==> config.mk <==
export PLATFORM = sky130hd
export DESIGN_NAME = tcc_sqrt_cell
export DESIGN_NICKNAME = d
export VERILOG_FILES = /design/src/rtl/core/tcc_pkg.sv /design/src/rtl/core/tcc_sqrt_cell.sv
export SDC_FILE = /design/constraint.sdc
export NUM_CORES = 1
export LEC_CHECK = 0
export BUFFER_PORTS_ARGS = -buffer_cell sky130_fd_sc_hd__buf_2
export CORE_MARGIN = 5
export CORE_UTILIZATION = 35
export DETAILED_ROUTE_END_ITERATION = 8
export GPL_ROUTABILITY_DRIVEN = 0
export SETUP_SLACK_MARGIN = 0.1
export SYNTH_ARGS = -nofsm -noshare
export SYNTH_HDL_FRONTEND = slang
export SYNTH_SLANG_ARGS = --single-unit
==> constraint.sdc <==
create_clock -name clock -period 8.9 [get_ports clock]
set_clock_uncertainty 0.2 [all_clocks]
set_input_delay 0.89 -clock clock [delete_from_list [all_inputs] [get_ports clock]]
set_output_delay 0.89 -clock clock [all_outputs]
set_load 0.02 [all_outputs]
==> src/rtl/core/tcc_pkg.sv <==
// Shared types and constants for the triangle circumcircle core.
// Holds the status codes and the control word that travels with each item.
// No dependencies.
package tcc_pkg;

   // Result status codes, carried on the response tuser.
   typedef enum logic [1:0] {
      STATUS_VALID     = 2'd0,
      STATUS_COLLINEAR = 2'd1,
      STATUS_TOO_SMALL = 2'd2
   } status_type;

   // Width of the parent radius and of the minimum radius register.
   localparam int RADIUS_WIDTH = 24;

   // Minimum splittable radius after reset, in whole units.
   localparam int MIN_RADIUS_UNITS = 30;

   // Control word that moves from cell to cell along with the payload.
   typedef struct packed {
      logic       valid;
      status_type status;
      logic       neg_x;
      logic       neg_y;
      logic       ovf_x;
      logic       ovf_y;
   } ctl_type;

endpackage

==> src/rtl/core/tcc_sqrt_cell.sv <==
// One cell of the square root chain: one root bit per cell, digit by digit.
// Takes two radicand bits and passes remainder and partial root onward.
// Depends on tcc_pkg.
module tcc_sqrt_cell #(
   parameter int RB  = 25,
   parameter int SBW = 49
) (
   input  logic             clock,
   input  logic             reset,
   input  tcc_pkg::ctl_type in_ctl,
   output logic             in_ready,
   input  logic [RB+1:0]    in_rem,
   input  logic [RB-1:0]    in_root,
   input  logic [2*RB-1:0]  in_sh,
   input  logic [SBW-1:0]   in_side,
   input  logic             out_ready,
   output tcc_pkg::ctl_type out_ctl,
   output logic [RB+1:0]    out_rem,
   output logic [RB-1:0]    out_root,
   output logic [2*RB-1:0]  out_sh,
   output logic [SBW-1:0]   out_side
);

   localparam int RMW = RB + 2;

   tcc_pkg::ctl_type ctl_ff;
   logic [RMW-1:0]   rem_ff, rem_in;
   logic [RB-1:0]    root_ff, root_in;
   logic [2*RB-1:0]  sh_ff, sh_in;
   logic [SBW-1:0]   side_ff;
   logic [RMW+1:0]   t, trial;
   logic             ge;

   assign in_ready = !ctl_ff.valid || out_ready;

   // Try the next root bit against the remainder.
   always_comb begin
      t       = {in_rem, in_sh[2*RB-1:2*RB-2]};
      trial   = (RMW+2)'({in_root, 2'b01});
      ge      = t >= trial;
      rem_in  = ge ? RMW'(t - trial) : RMW'(t);
      root_in = {in_root[RB-2:0], ge};
      sh_in   = {in_sh[2*RB-3:0], 2'b00};
   end

   always_ff @(posedge clock) begin
      if (reset) begin
         ctl_ff <= '0;
      end else if (in_ready) begin
         ctl_ff <= in_ctl;
      end
   end

   always_ff @(posedge clock) begin
      if (in_ready) begin
         rem_ff  <= rem_in;
         root_ff <= root_in;
         sh_ff   <= sh_in;
         side_ff <= in_side;
      end
   end

   assign out_ctl  = ctl_ff;
   assign out_rem  = rem_ff;
   assign out_root = root_ff;
   assign out_sh   = sh_ff;
   assign out_side = side_ff;

endmodule

### Word level (Yosys, flattened, before mapping)

Cells that the tools add are included.

* reduce and logical (&&, ||, !) cells: 2
* $add $sub $neg: 1
* mux-type cells: 1
* magnitude comparators: 1

Operator list (number)
* $ge 29x27->1: 1
* $mux 27: 1
* $sub 27x27->27: 1
* $logic_not 1->1: 1
* $logic_or 1x1->1: 1

* logic and storage cells: 15
* flip-flop bits (word level): 156
* output and inout port bits: 159
* bits of input ports: 161

### Depth between registers and ports, before layout

* depth in word-level cells: 2
* gate-level depth with buffers: 13

### Worst setup path before layout

OpenSTA, ideal clock, no wires.

* path kind: input to output
* start point: input port out_ready
* end point: output port in_ready
* cell stages on the path: 2
* setup slack: 2367 ps
* arrival: 5443 ps
* data required time: 7810 ps
* cells stage by stage: nand2b_1 > clkbuf_1

* cells in the longest elaborated chain, start to end: 1

Ends and longest elaborated chain
* start: declaration: RTL line tcc_sqrt_cell.sv:16 `input logic out_ready,`
* $logic_or 1x1->1: RTL line tcc_sqrt_cell.sv:34 `assign in_ready = !ctl_ff.valid || out_ready;`
* end: declaration: RTL line tcc_sqrt_cell.sv:11 `output logic in_ready,`

Every way passes these cells.

### Worst setup path after layout

* start point: input port in_rem[2]
* end point: register rem_ff[4], in the netlist out_rem[4] (data pin)

* cells in the longest elaborated chain, start to end: 2
* elaborated cells between the ends (all ways): 3
* classes of those cells: add/sub (1); order compare (1); mux (1)

Ends and longest elaborated chain
* start: declaration: RTL line tcc_sqrt_cell.sv:12 `input logic [RB+1:0] in_rem,`
* $sub 27x27->27 / $ge 29x27->1 (equally long branches): RTL line tcc_sqrt_cell.sv:41, tcc_sqrt_cell.sv:40
* $mux 27 (*): RTL line tcc_sqrt_cell.sv:41 `rem_in = ge ? RMW'(t - trial) : RMW'(t);`
* named net rem_in[4]: RTL line tcc_sqrt_cell.sv:27 `logic [RMW-1:0] rem_ff, rem_in;`
* end signal: assignment: RTL line tcc_sqrt_cell.sv:56 `rem_ff <= rem_in;`
* end: declaration: RTL line tcc_sqrt_cell.sv:27

Mark *: on every way through the listed nets, which the timed path passes. The rest lies on a longest branch.
A chain may end at the register's enable or synchronous reset.

==> reports/results.tsv <==
metric	value	unit
Final Hold Fails	0	
status	complete, no violations	
Top Ports	320	
Rel. slew slack	33.81	%
pre-CTS WS	4.202	ns
first-pass GRT wire length	28.22	mm
max-slew violation count	0	
total of cells resized after clock tree synthesis	0	
Yosys warnings	0	
Num CTS Buffers	17	
Initial DRC Count	215	
DP HPWL	15.22	mm
total of max-cap violations	0	
maximum achievable frequency	0.2363	GHz
Worst Hold Slack	0.2918	ns
grt total ovfl	0	
post-synthesis xor/xnor area fraction	3.283	%
vias after detailed routing	4771	
synth top area cells	edfxtp_1 67%, ha_1 5.1%, mux2_4 3.2%	
crit path max fanout	17	
worst hold path endpoint	out_ctl[1]	
P per Cell Area	221.5	mW/mm²
Clock Pin Slew Worst Setup and Hold Paths	0.07	ns
num rows	50	
LEAKAGE	0.004220	µW
postcts setup bufs	0	
vias in the first global route	5008	
endpoints failing setup	0	
Final period util	47.54	%
share of cells above drive strength 1	49.61	%
post-synthesis mux area share	6.004	%
Post-Syn Area	0.006669	mm²
syn avg cell area	15.30	µm²
Crit Path Class	in2reg	
Routed WL	19.23	mm
Setup TNS	0	ns
hold-fix buffers at CTS	0	
Post-synth top cells	149 x edfxtp_1, 42 x inv_1, 27 x ha_1	
count leader, synth	edfxtp_1	
hold_sp	out_ctl[1]	
# DRC	0	
ys flop type	edfxtp_1	
number of I/O port buffers	317	
Area after DPL	0.008496	mm²
simple-gate area share of the yosys netlist	4.653	%
post-synth top area share	67.09	%
adder-cell area share of the yosys netlist	5.066	%
#FFs+latches synth	156	
reg2reg end	out_root[5]	
sequential area share after synthesis	69.19	%
Reg2Reg Depth	3	
CP arrival	4.21	ns
total length of routed met3 wires	1.641	mm
CTS tree	built	
Startpoint Class	input port	
Root Driver	clkbuf_16	
htree depth	4	
CP required	8.88	ns
routed wl met2	9.857	mm
Skew-Pair Late Insertion Delay	0.43	ns
fin nets	950	
RSZ-0062 raised after global routing	false	
VDD IR max	0.1332	mV
core area	0.01871	mm²
hold path cells	2	
worst slew pin tran	0.9929	ns
Die Width	148.0	µm
Compound-Gate Fraction of Synth Area	8.086	%
initial antenna violation count	3	
Wirelength per Cell	19.02	µm
overall global routing resource usage	16.88	%
Routed Antenna Nets	0	
Worst setup EP type	register	
minimum clock period	4.231	ns
WL met1	7.429	mm
R2R setup slack	6.08	ns
Post-synth EDFFs	149	
CTS Buffer Depth	2	
largest family of logic cells by synthesized area	compound AO/OA/AOI/OAI gates	
final core occ	48.70	%
ys async rst share	0	%
largest net degree at the start of global routing	79	
clk sinks	156	
Starting Density	35.65	%
highest routed layer	met5	
DR vias/cell	4.719	
Synth cell types	53	
area leader, netlist	edfxtp_1	
Area Growth Syn to Fin	36.59	%
fin worst setup slack	4.669	ns
cell area after layout	0.009109	mm²
full die area	0.02191	mm²
Hold Path Class	reg2reg	
Die Y	148.0	µm
reg2reg start	out_ctl[6]	
DR pass1 iterations	4	
synthesized instance count	436	
## metrics by stage
stage                     power, µW  cells
final                          2018   1011
after global routing           2111   1008
after CTS                      2045   1008
after detailed placement       1296    977
after global placement         1292    977
after floorplan                1158    437
## worst max path at each step
stage / end / from / cells after the start / slack [ns]
3_3_place_gp: out_rem[4] / in_root[2] / 12 / 4.27
6_report: out_rem[4] / in_rem[2] / 11 / 4.67
4_1_cts: out_rem[4] / in_root[2] / 12 / 4.64
3_5_place_dp: out_rem[4] / in_root[2] / 12 / 4.20
2_1_floorplan: in_ready / out_ready / 2 / 2.37
5_1_grt: out_rem[26] / in_root[2] / 12 / 4.36
## flip-flops by register name, summed over array words and instances, names as in the netlist
register  flops
out_sh       48
out_rem      27
out_side     49
out_root     25
out_ctl       7
## cell usage in the layout, fill, tap and decap left out, types with 2 or more instances in the layout
| cell type | count |
|---|---|
| a211o_1 | 2 |
| a211oi_1 | 3 |
| a21o_1 | 7 |
| a21oi_1 | 25 |
| a21oi_2 | 2 |
| a221oi_2 | 2 |
| a31oi_1 | 3 |
| and2_1 | 2 |
| buf_2 | 317 |
| buf_4 | 3 |
| bufinv_16 | 2 |
| clkbuf_16 | 17 |
| clkinv_4 | 2 |
| clkinv_8 | 2 |
| clkinvlp_4 | 2 |
| conb_1 | 2 |
| dfxtp_1 | 7 |
| diode_2 | 3 |
| edfxtp_1 | 149 |
| ha_1 | 27 |
| inv_1 | 42 |
| inv_6 | 5 |
| mux2_2 | 8 |
| mux2_4 | 14 |
| mux2i_1 | 10 |
| nand2_1 | 12 |
| nand2b_1 | 4 |
| nand3_1 | 3 |
| nand4_1 | 9 |
| nor2_1 | 19 |
| nor3_1 | 3 |
| o21a_1 | 3 |
| o21ai_0 | 7 |
| o21ai_1 | 3 |
| o21bai_1 | 5 |
| o221ai_1 | 3 |
| o31ai_1 | 2 |
| xnor2_1 | 18 |
| xor2_1 | 7 |
## layer usage
layer	vias to the layer above	GRT usage, %
met5	-	0
met4	2	5.219
met3	22	6.162
met2	192	30.14
met1	2263	18.78
li1	2292	-
## final cells by class
cell class | instances | area, µm²
tap | 234 | 292.8
fill | 1670 | 9597
antenna | 3 | 7.507
multi-input combinational | 225 | 1822
clock buffer | 17 | 425.4
timing repair buffer | 320 | 1609
inverter | 42 | 157.7
sequential | 156 | 4614
clock inverter | 14 | 180.2
## cell families (layout without fill, tap and decap cells)
logic type               count (synthesis)  in the layout
flip-flops                             156            156
multiplexers                            32             32
buffers and inverters                   56            393
AO/OA/AOI/OAI                           78             78
XOR/XNOR                                25             25
adder cells (fa/ha/maj)                 27             27
other                                    1              5
AND/OR/NAND/NOR                         61             61
## worst max-delay path, stage by stage
cell and delay, ns:
buf_2 0.12, ha_1 0.37, o21ai_0 0.14, a22oi_1 0.24, a21oi_1 0.20, o31ai_2 0.34, a41oi_2 0.21, o31ai_1 0.28
a2111o_1 0.62, buf_4 0.42, mux2_2 0.38
## power by group
group          leakage, µW  internal, µW  switching (µW)
logic              0.00233           147             227
registers          0.00160           885            17.4
clock network     0.000289           423             319
No activity file was read; power rests on OpenSTA's default activity.
