$ cat config.mk
export PLATFORM = sky130hd
export DESIGN_NAME = tcc_div_cell
export DESIGN_NICKNAME = d
export VERILOG_FILES = /design/src/rtl/core/tcc_pkg.sv /design/src/rtl/core/tcc_div_cell.sv
export SDC_FILE = /design/constraint.sdc
export NUM_CORES = 1
export LEC_CHECK = 0
export BUFFER_PORTS_ARGS = -buffer_cell sky130_fd_sc_hd__buf_2
export CORE_AREA = 2 2 207 209
export CTS_BUF_LIST = sky130_fd_sc_hd__clkbuf_8
export CTS_CLUSTER_DIAMETER = 100
export DETAILED_ROUTE_END_ITERATION = 7
export DIE_AREA = 0 0 209 211
export GPL_TIMING_DRIVEN = 1
export SLEW_MARGIN = 20
export SYNTH_ARGS = -nofsm -noshare
export SYNTH_HDL_FRONTEND = slang
export SYNTH_SLANG_ARGS = --single-unit
$ cat constraint.sdc
create_clock -name clock -period 11.53 [get_ports clock]
set_input_delay 1.153 -clock clock [delete_from_list [all_inputs] [get_ports clock]]
set_output_delay 1.153 -clock clock [all_outputs]
set_load 0.05 [all_outputs]
$ cat src/rtl/core/tcc_pkg.sv
// Shared types and constants for the triangle circumcircle core.
// Holds the status codes and the control word that travels with each item.
// No dependencies.
package tcc_pkg;

   // Result status codes, carried on the response tuser.
   typedef enum logic [1:0] {
      STATUS_VALID     = 2'd0,
      STATUS_COLLINEAR = 2'd1,
      STATUS_TOO_SMALL = 2'd2
   } status_type;

   // Width of the parent radius and of the minimum radius register.
   localparam int RADIUS_WIDTH = 24;

   // Minimum splittable radius after reset, in whole units.
   localparam int MIN_RADIUS_UNITS = 30;

   // Control word that moves from cell to cell along with the payload.
   typedef struct packed {
      logic       valid;
      status_type status;
      logic       neg_x;
      logic       neg_y;
      logic       ovf_x;
      logic       ovf_y;
   } ctl_type;

endpackage

$ cat src/rtl/core/tcc_div_cell.sv
// One cell of the divider chain: a restoring step on both quotients.
// Each cell yields one quotient bit per axis and hands on to its neighbor.
// Depends on tcc_pkg.
module tcc_div_cell #(
   parameter int DDW = 53,
   parameter int QB  = 26,
   parameter int SBW = 48
) (
   input  logic             clock,
   input  logic             reset,
   input  tcc_pkg::ctl_type in_ctl,
   output logic             in_ready,
   input  logic [DDW-1:0]   in_dd,
   input  logic [DDW-1:0]   in_rem_x,
   input  logic [DDW-1:0]   in_rem_y,
   input  logic [QB-1:0]    in_nq_x,
   input  logic [QB-1:0]    in_nq_y,
   input  logic [SBW-1:0]   in_side,
   input  logic             out_ready,
   output tcc_pkg::ctl_type out_ctl,
   output logic [DDW-1:0]   out_dd,
   output logic [DDW-1:0]   out_rem_x,
   output logic [DDW-1:0]   out_rem_y,
   output logic [QB-1:0]    out_nq_x,
   output logic [QB-1:0]    out_nq_y,
   output logic [SBW-1:0]   out_side
);

   tcc_pkg::ctl_type ctl_ff;
   logic [DDW-1:0]   dd_ff, rem_x_ff, rem_y_ff, rem_x_in, rem_y_in;
   logic [QB-1:0]    nq_x_ff, nq_y_ff, nq_x_in, nq_y_in;
   logic [SBW-1:0]   side_ff;
   logic [DDW:0]     t_x, t_y, dd_ext;
   logic             ge_x, ge_y;

   assign in_ready = !ctl_ff.valid || out_ready;

   // Shift in the next dividend bit and subtract the divisor where it fits.
   always_comb begin
      dd_ext   = {1'b0, in_dd};
      t_x      = {in_rem_x, in_nq_x[QB-1]};
      t_y      = {in_rem_y, in_nq_y[QB-1]};
      ge_x     = t_x >= dd_ext;
      ge_y     = t_y >= dd_ext;
      rem_x_in = ge_x ? DDW'(t_x - dd_ext) : t_x[DDW-1:0];
      rem_y_in = ge_y ? DDW'(t_y - dd_ext) : t_y[DDW-1:0];
      nq_x_in  = {in_nq_x[QB-2:0], ge_x};
      nq_y_in  = {in_nq_y[QB-2:0], ge_y};
   end

   always_ff @(posedge clock) begin
      if (reset) begin
         ctl_ff <= '0;
      end else if (in_ready) begin
         ctl_ff <= in_ctl;
      end
   end

   always_ff @(posedge clock) begin
      if (in_ready) begin
         dd_ff    <= in_dd;
         rem_x_ff <= rem_x_in;
         rem_y_ff <= rem_y_in;
         nq_x_ff  <= nq_x_in;
         nq_y_ff  <= nq_y_in;
         side_ff  <= in_side;
      end
   end

   assign out_ctl   = ctl_ff;
   assign out_dd    = dd_ff;
   assign out_rem_x = rem_x_ff;
   assign out_rem_y = rem_y_ff;
   assign out_nq_x  = nq_x_ff;
   assign out_nq_y  = nq_y_ff;
   assign out_side  = side_ff;

endmodule

-- Yosys cells after proc, flatten, opt, wreduce, memory -nomap -nowiden
Index checks and enable logic that the tools add are counted.
Widths: inputs -> output; s select.
- logic and storage cells: 20
- flip-flop bits (word level): 266
- input bits: 269
- $add $sub $neg: 2
- order comparisons: 2
- reductions and logical operators: 2
- mux-type cells: 2
- operator list (cell ; count):
    $ge 54x53->1 ; 2
    $mux 53 ; 2
    $sub 53x53->53 ; 2
    $logic_not 1->1 ; 1
    $logic_or 1x1->1 ; 1

-- Logic depth before layout (Yosys ltp)
- depth in word-level cells: 2
- depth in mapped cells: 15
- mapped depth without buffers: 14

-- Worst setup path before layout
Ideal clock, no wire load.
- path type: input-to-output
- from: input out_ready
- to: output in_ready
- required time: 10377 ps
- cell stages on the path: 2
- buffers on the path: 1
- slack: 1475 ps
- data arrival time: 8902 ps
- path through: nand2b_1 > clkbuf_1
- longest elaborated chain between the ends: 1
- ends and longest elaborated chain (item ; RTL line ; source):
    start: declaration ; tcc_div_cell.sv:19 ; input logic out_ready,
    $logic_or 1x1->1 ; tcc_div_cell.sv:36 ; assign in_ready = !ctl_ff.valid || out_ready;
    end: declaration ; tcc_div_cell.sv:12 ; output logic in_ready,
No other way between the ends.

-- Worst setup path after layout
- from: input in_nq_y[25]
- to: register rem_y_ff[14], in the netlist out_rem_y[14] (data pin)
- longest elaborated chain between the ends: 2
- ends and longest elaborated chain (item ; RTL line ; source):
    start: declaration ; tcc_div_cell.sv:17 ; input logic [QB-1:0] in_nq_y,
    $sub 53x53->53 / $ge 54x53->1 (equally long branches) ; tcc_div_cell.sv:46, tcc_div_cell.sv:44 ;
    $mux 53 * ; tcc_div_cell.sv:46 ; rem_y_in = ge_y ? DDW'(t_y - dd_ext) : t_y[DDW-1:0];
    via rem_y_in[14] ; tcc_div_cell.sv:30 ; logic [DDW-1:0] dd_ff, rem_x_ff, rem_y_ff, rem_x_in, rem_y_in;
    end signal: assignment ; tcc_div_cell.sv:63 ; rem_y_ff <= rem_y_in;
    end: declaration ; tcc_div_cell.sv:30 ;
The timed path passes the listed nets; every way through them passes the cells marked *.
A chain may end at the register's enable or synchronous reset.

==> impl_metrics.csv <==
group,metric,value,unit
placed_design,dp.cells,2486,
timing,rsz0062_at_grt,"false",
yosys,synth_compound_area_share,16.8,%
yosys,synthDistinctLibCells,81,
global_route,grt.busiest_layer,"met2",
global_route,grt_antenna_before_repair,4,
layout,layout.nets,2375,
yosys,syn_area,0.0163,mm2
detailed_routing,drc_errors,0,
placed_design,gp_congestion,0.962,
pwr,power.density,165,mW/mm2
flow_run,drv_cap,0,
timing,clock_skew,0.0346,ns
detailed_routing,drtAntennaViolNets,0,
timing,totalNegativeSetupSlack,0,ns
setup_path,critPathKind,"input port to register",
global_route,grt_use_met3,5.87,%
min_path,hp-class,"register to register",
placed_design,dp_hpwl,45.3,mm
yosys,synth_seq_cells,266,
cts,clk_latency,0.63,ns
setup_path,max_stage_delay,0.97,ns
pwr,ir_worst_vdd,106,uV
cts,root_buffer,"clkbuf_8",
detailed_routing,wl_per_cell,21.9,um
timing,tightest_slew,0.980,ns
global_route,overflow,0,
cts,cts-htree-levels,2,
floorplanning,start_util,39.1,%
layout,final_cell_mix,"buf_2 (535), edfxtp_1 (259), a21oi_1 (135), inv_1 (107), ha_1 (106)",
setup_path,cpMaxStageDelayCell,"clkinv_2",
floorplanning,die_area,0.0441,mm2
yosys,synthAdderAreaFrac,8.37,%
pwr,p_leak,0.00921,uW
global_route,grt_pass1_vias,13900,
setup_path,cp_max_fo,43,
global_route,track_usage,24.7,%
yosys,synth-xor-area-share,4.62,%
setup_path,reg2reg_depth,2,
floorplanning,core_area,0.0418,mm2
min_path,min_delay_path_depth,2,
floorplanning,rows,75,
layout,layout_commonest_cell,"buf_2",
cts,hold_buffers,0,
timing,drv_slew,0,
setup_path,cp_num_buf_inv,4,
floorplanning,die_x,209,um
floorplanning,die_y,211,um
setup_path,cp.required,11.87,ns
setup_path,critPathTopFamily,"compound AO/OA/AOI/OAI gates",
detailed_routing,routed_wl,56.4,mm
detailed_routing,vias,13900,
timing,post-route-period-util,48.2,%
layout,syn2layout_area_growth,25.3,%
yosys,ys.flop_type,"edfxtp_1",
timing,finalHoldViolations,0,
detailed_routing,viasPerCell,5.37,
global_route,met2_usage,40.8,%
floorplanning,io_pins,536,
global_route,grt_max_degree,153,
yosys,muxShareOfSynthArea,6.74,%
setup_path,critical_path_arrival,5.90,ns
cts,cts_tree,"built",
cts,clkSlewWorstSetupHoldPaths,0.06,ns
placed_design,numPortBuffers,535,
pwr,p_seq_share,37.0,%
timing,fmax,180,MHz
yosys,yosysTopAreaCell,"edfxtp_1",
yosys,synth_area_leaders,"edfxtp_1 (48%), ha_1 (8.1%), mux2_1 (5.6%), a21oi_1 (4.1%), a21o_1 (2.9%)",
global_route,grtUsageMet1,31.4,%
yosys,synth_top_area_share,47.7,%
setup_path,path_cells,"buf_2 > inv_1 > ha_1 > inv_1 > fa_1 > a21oi_1 > nor2_1 > o31ai_1 > a211o_1 > a31o_1 > a211oi_4 > o211a_4 > nor2_2 > clkinv_2 > mux2_1",
timing,setup_viol_count_final,0,
setup_path,cp-end-kind,"register",
cts,post-cts-setup-buffer-count,0,
yosys,synth_edf_count,259,
cts,cts_buffers,49,
pwr,p_sw,1290,uW
global_route,grt_first_pass_wirelength,82.6,mm
pwr,power.share.switching,38.2,%
detailed_routing,drt_iter0_markers,1034,
yosys,ys.warnings.count,0,
pwr,p_comb_share,34.0,%
yosys,netlist_instances,1474,
placed_design,pre_cts_slack,5.35,ns
yosys,postSynthAreaPerCell,11.1,um2
setup_path,crit_path_start_kind,"input port",
yosys,synth_fp_nets,1851,
layout,drive_above_1_share,31.8,%
yosys,yosysSeqAreaShare,48.5,%
setup_path,cp.depth,15,
pwr,intPower,2080,uW
detailed_routing,dr.pass1.iters,5,
timing,period_needed,5.55,ns
timing,setup_slack,5.98,ns
cts,clock-sinks,266,
pwr,clockPowerShare,29.0,%
yosys,yosys.area_share.simple,10.8,%
outcome,outcome,"finished, final reports clean",
layout,stdcell_count,2579,
setup_path,cpMostUsedCell,"inv_1",
yosys,synth_top_family_by_area,"compound AO/OA/AOI/OAI gates",
cts,cts.repair.resized,0,
yosys,async_flop_share,0,%
cts,clock_path_buffers,3,
timing,max-slew-margin-rel,33.0,%
per-layer routing:
layer | share of wire, % | up-vias
met5 | 0.032 | -
met4 | 3.4 | 4
met3 | 7.2 | 110
met2 | 47 | 560
met1 | 42 | 6530
li1 | - | 6649
Yosys cell counts (7+ instances only):
cell and count:
a21oi_1 135, nor2_1 72, xnor2_1 53, a31oi_1 9, edfxtp_1 259, o31ai_1 9, nor4_1 11, inv_1 92
and2_1 11, a21o_1 64, mux2i_1 12, ha_1 106, o211ai_1 10, xor2_1 33, o21ai_0 58, and3_1 15
buf_2 18, nor3_1 35, nand4_1 32, a31o_2 9, mux2_1 81, o21a_1 11, nand2b_1 10, or2_2 7
nor2b_1 12, dfxtp_1 7, clkbuf_1 38, o21bai_1 27, nand3_1 40, nand2_1 78
per-stage QoR:
| step | area [um2] | power [uW] | hold slack [ns] | utilization (%) |
|---|---|---|---|---|
| finish | 20400 | 3370 | 0.496 | 49.0 |
| global route | 20400 | 3520 | 0.526 | 49.0 |
| CTS | 20400 | 3410 | 0.499 | 49.0 |
| detailed placement | 19400 | 2410 | 0.484 | 46.4 |
| global placement | 19400 | 2400 | 0.471 | 46.4 |
| floorplan | 16300 | 2110 | 0.733 | - |
final timing paths:
| path | start | endpoint | slack, ns |
|---|---|---|---|
| hold reg to reg | out_ctl[0] | out_ctl[0] | 0.50 |
| setup / recovery | in_nq_y[25] | out_rem_y[14] | 5.98 |
| hold / removal | out_ctl[0] | out_ctl[0] | 0.50 |
| setup reg to reg | out_ctl[6] | out_dd[31] | 9.32 |
area by class of cell:
cell class	count	area, um2
Multi-Input combinational cell	1049	7730
Antenna cell	2	5.00
Timing Repair Buffer	539	2720
Fill cell	3959	21300
Clock inverter	39	333
Tap cell	539	674
Inverter	93	350
Clock buffer	52	716
Sequential cell	266	7920
cells by family (layout without fill, tap and decap cells):
kind of cell | count (synthesis) | count (layout)
compound gates | 409 | 409
xor+xnor | 86 | 86
fa+ha+maj | 108 | 108
buf+inv | 159 | 723
flops | 266 | 266
mux | 99 | 99
other cells | 0 | 2
simple gates | 347 | 347
state kept, by name, indices dropped and copies added, names as in the netlist:
name       cells
out_nq_y      26
out_nq_x      26
out_rem_x     53
out_ctl        7
out_rem_y     53
out_dd        53
out_side      48
power groups by stage:
stage	registers [uW]	clock network (uW)	logic (uW)
6_report	1250	978	1150
5_1_grt	1260	1050	1220
4_1_cts	1250	1010	1150
3_5_place_dp	1270	0	1140
3_3_place_gp	1260	0	1140
2_1_floorplan	1700	0	410
worst register-to-register path: stages, from the launching register on:
cell	delay (ns)
dfxtp_1	0.33
nand2b_4	0.58
buf_4	0.83
No activity file was read; power rests on OpenSTA's default activity.
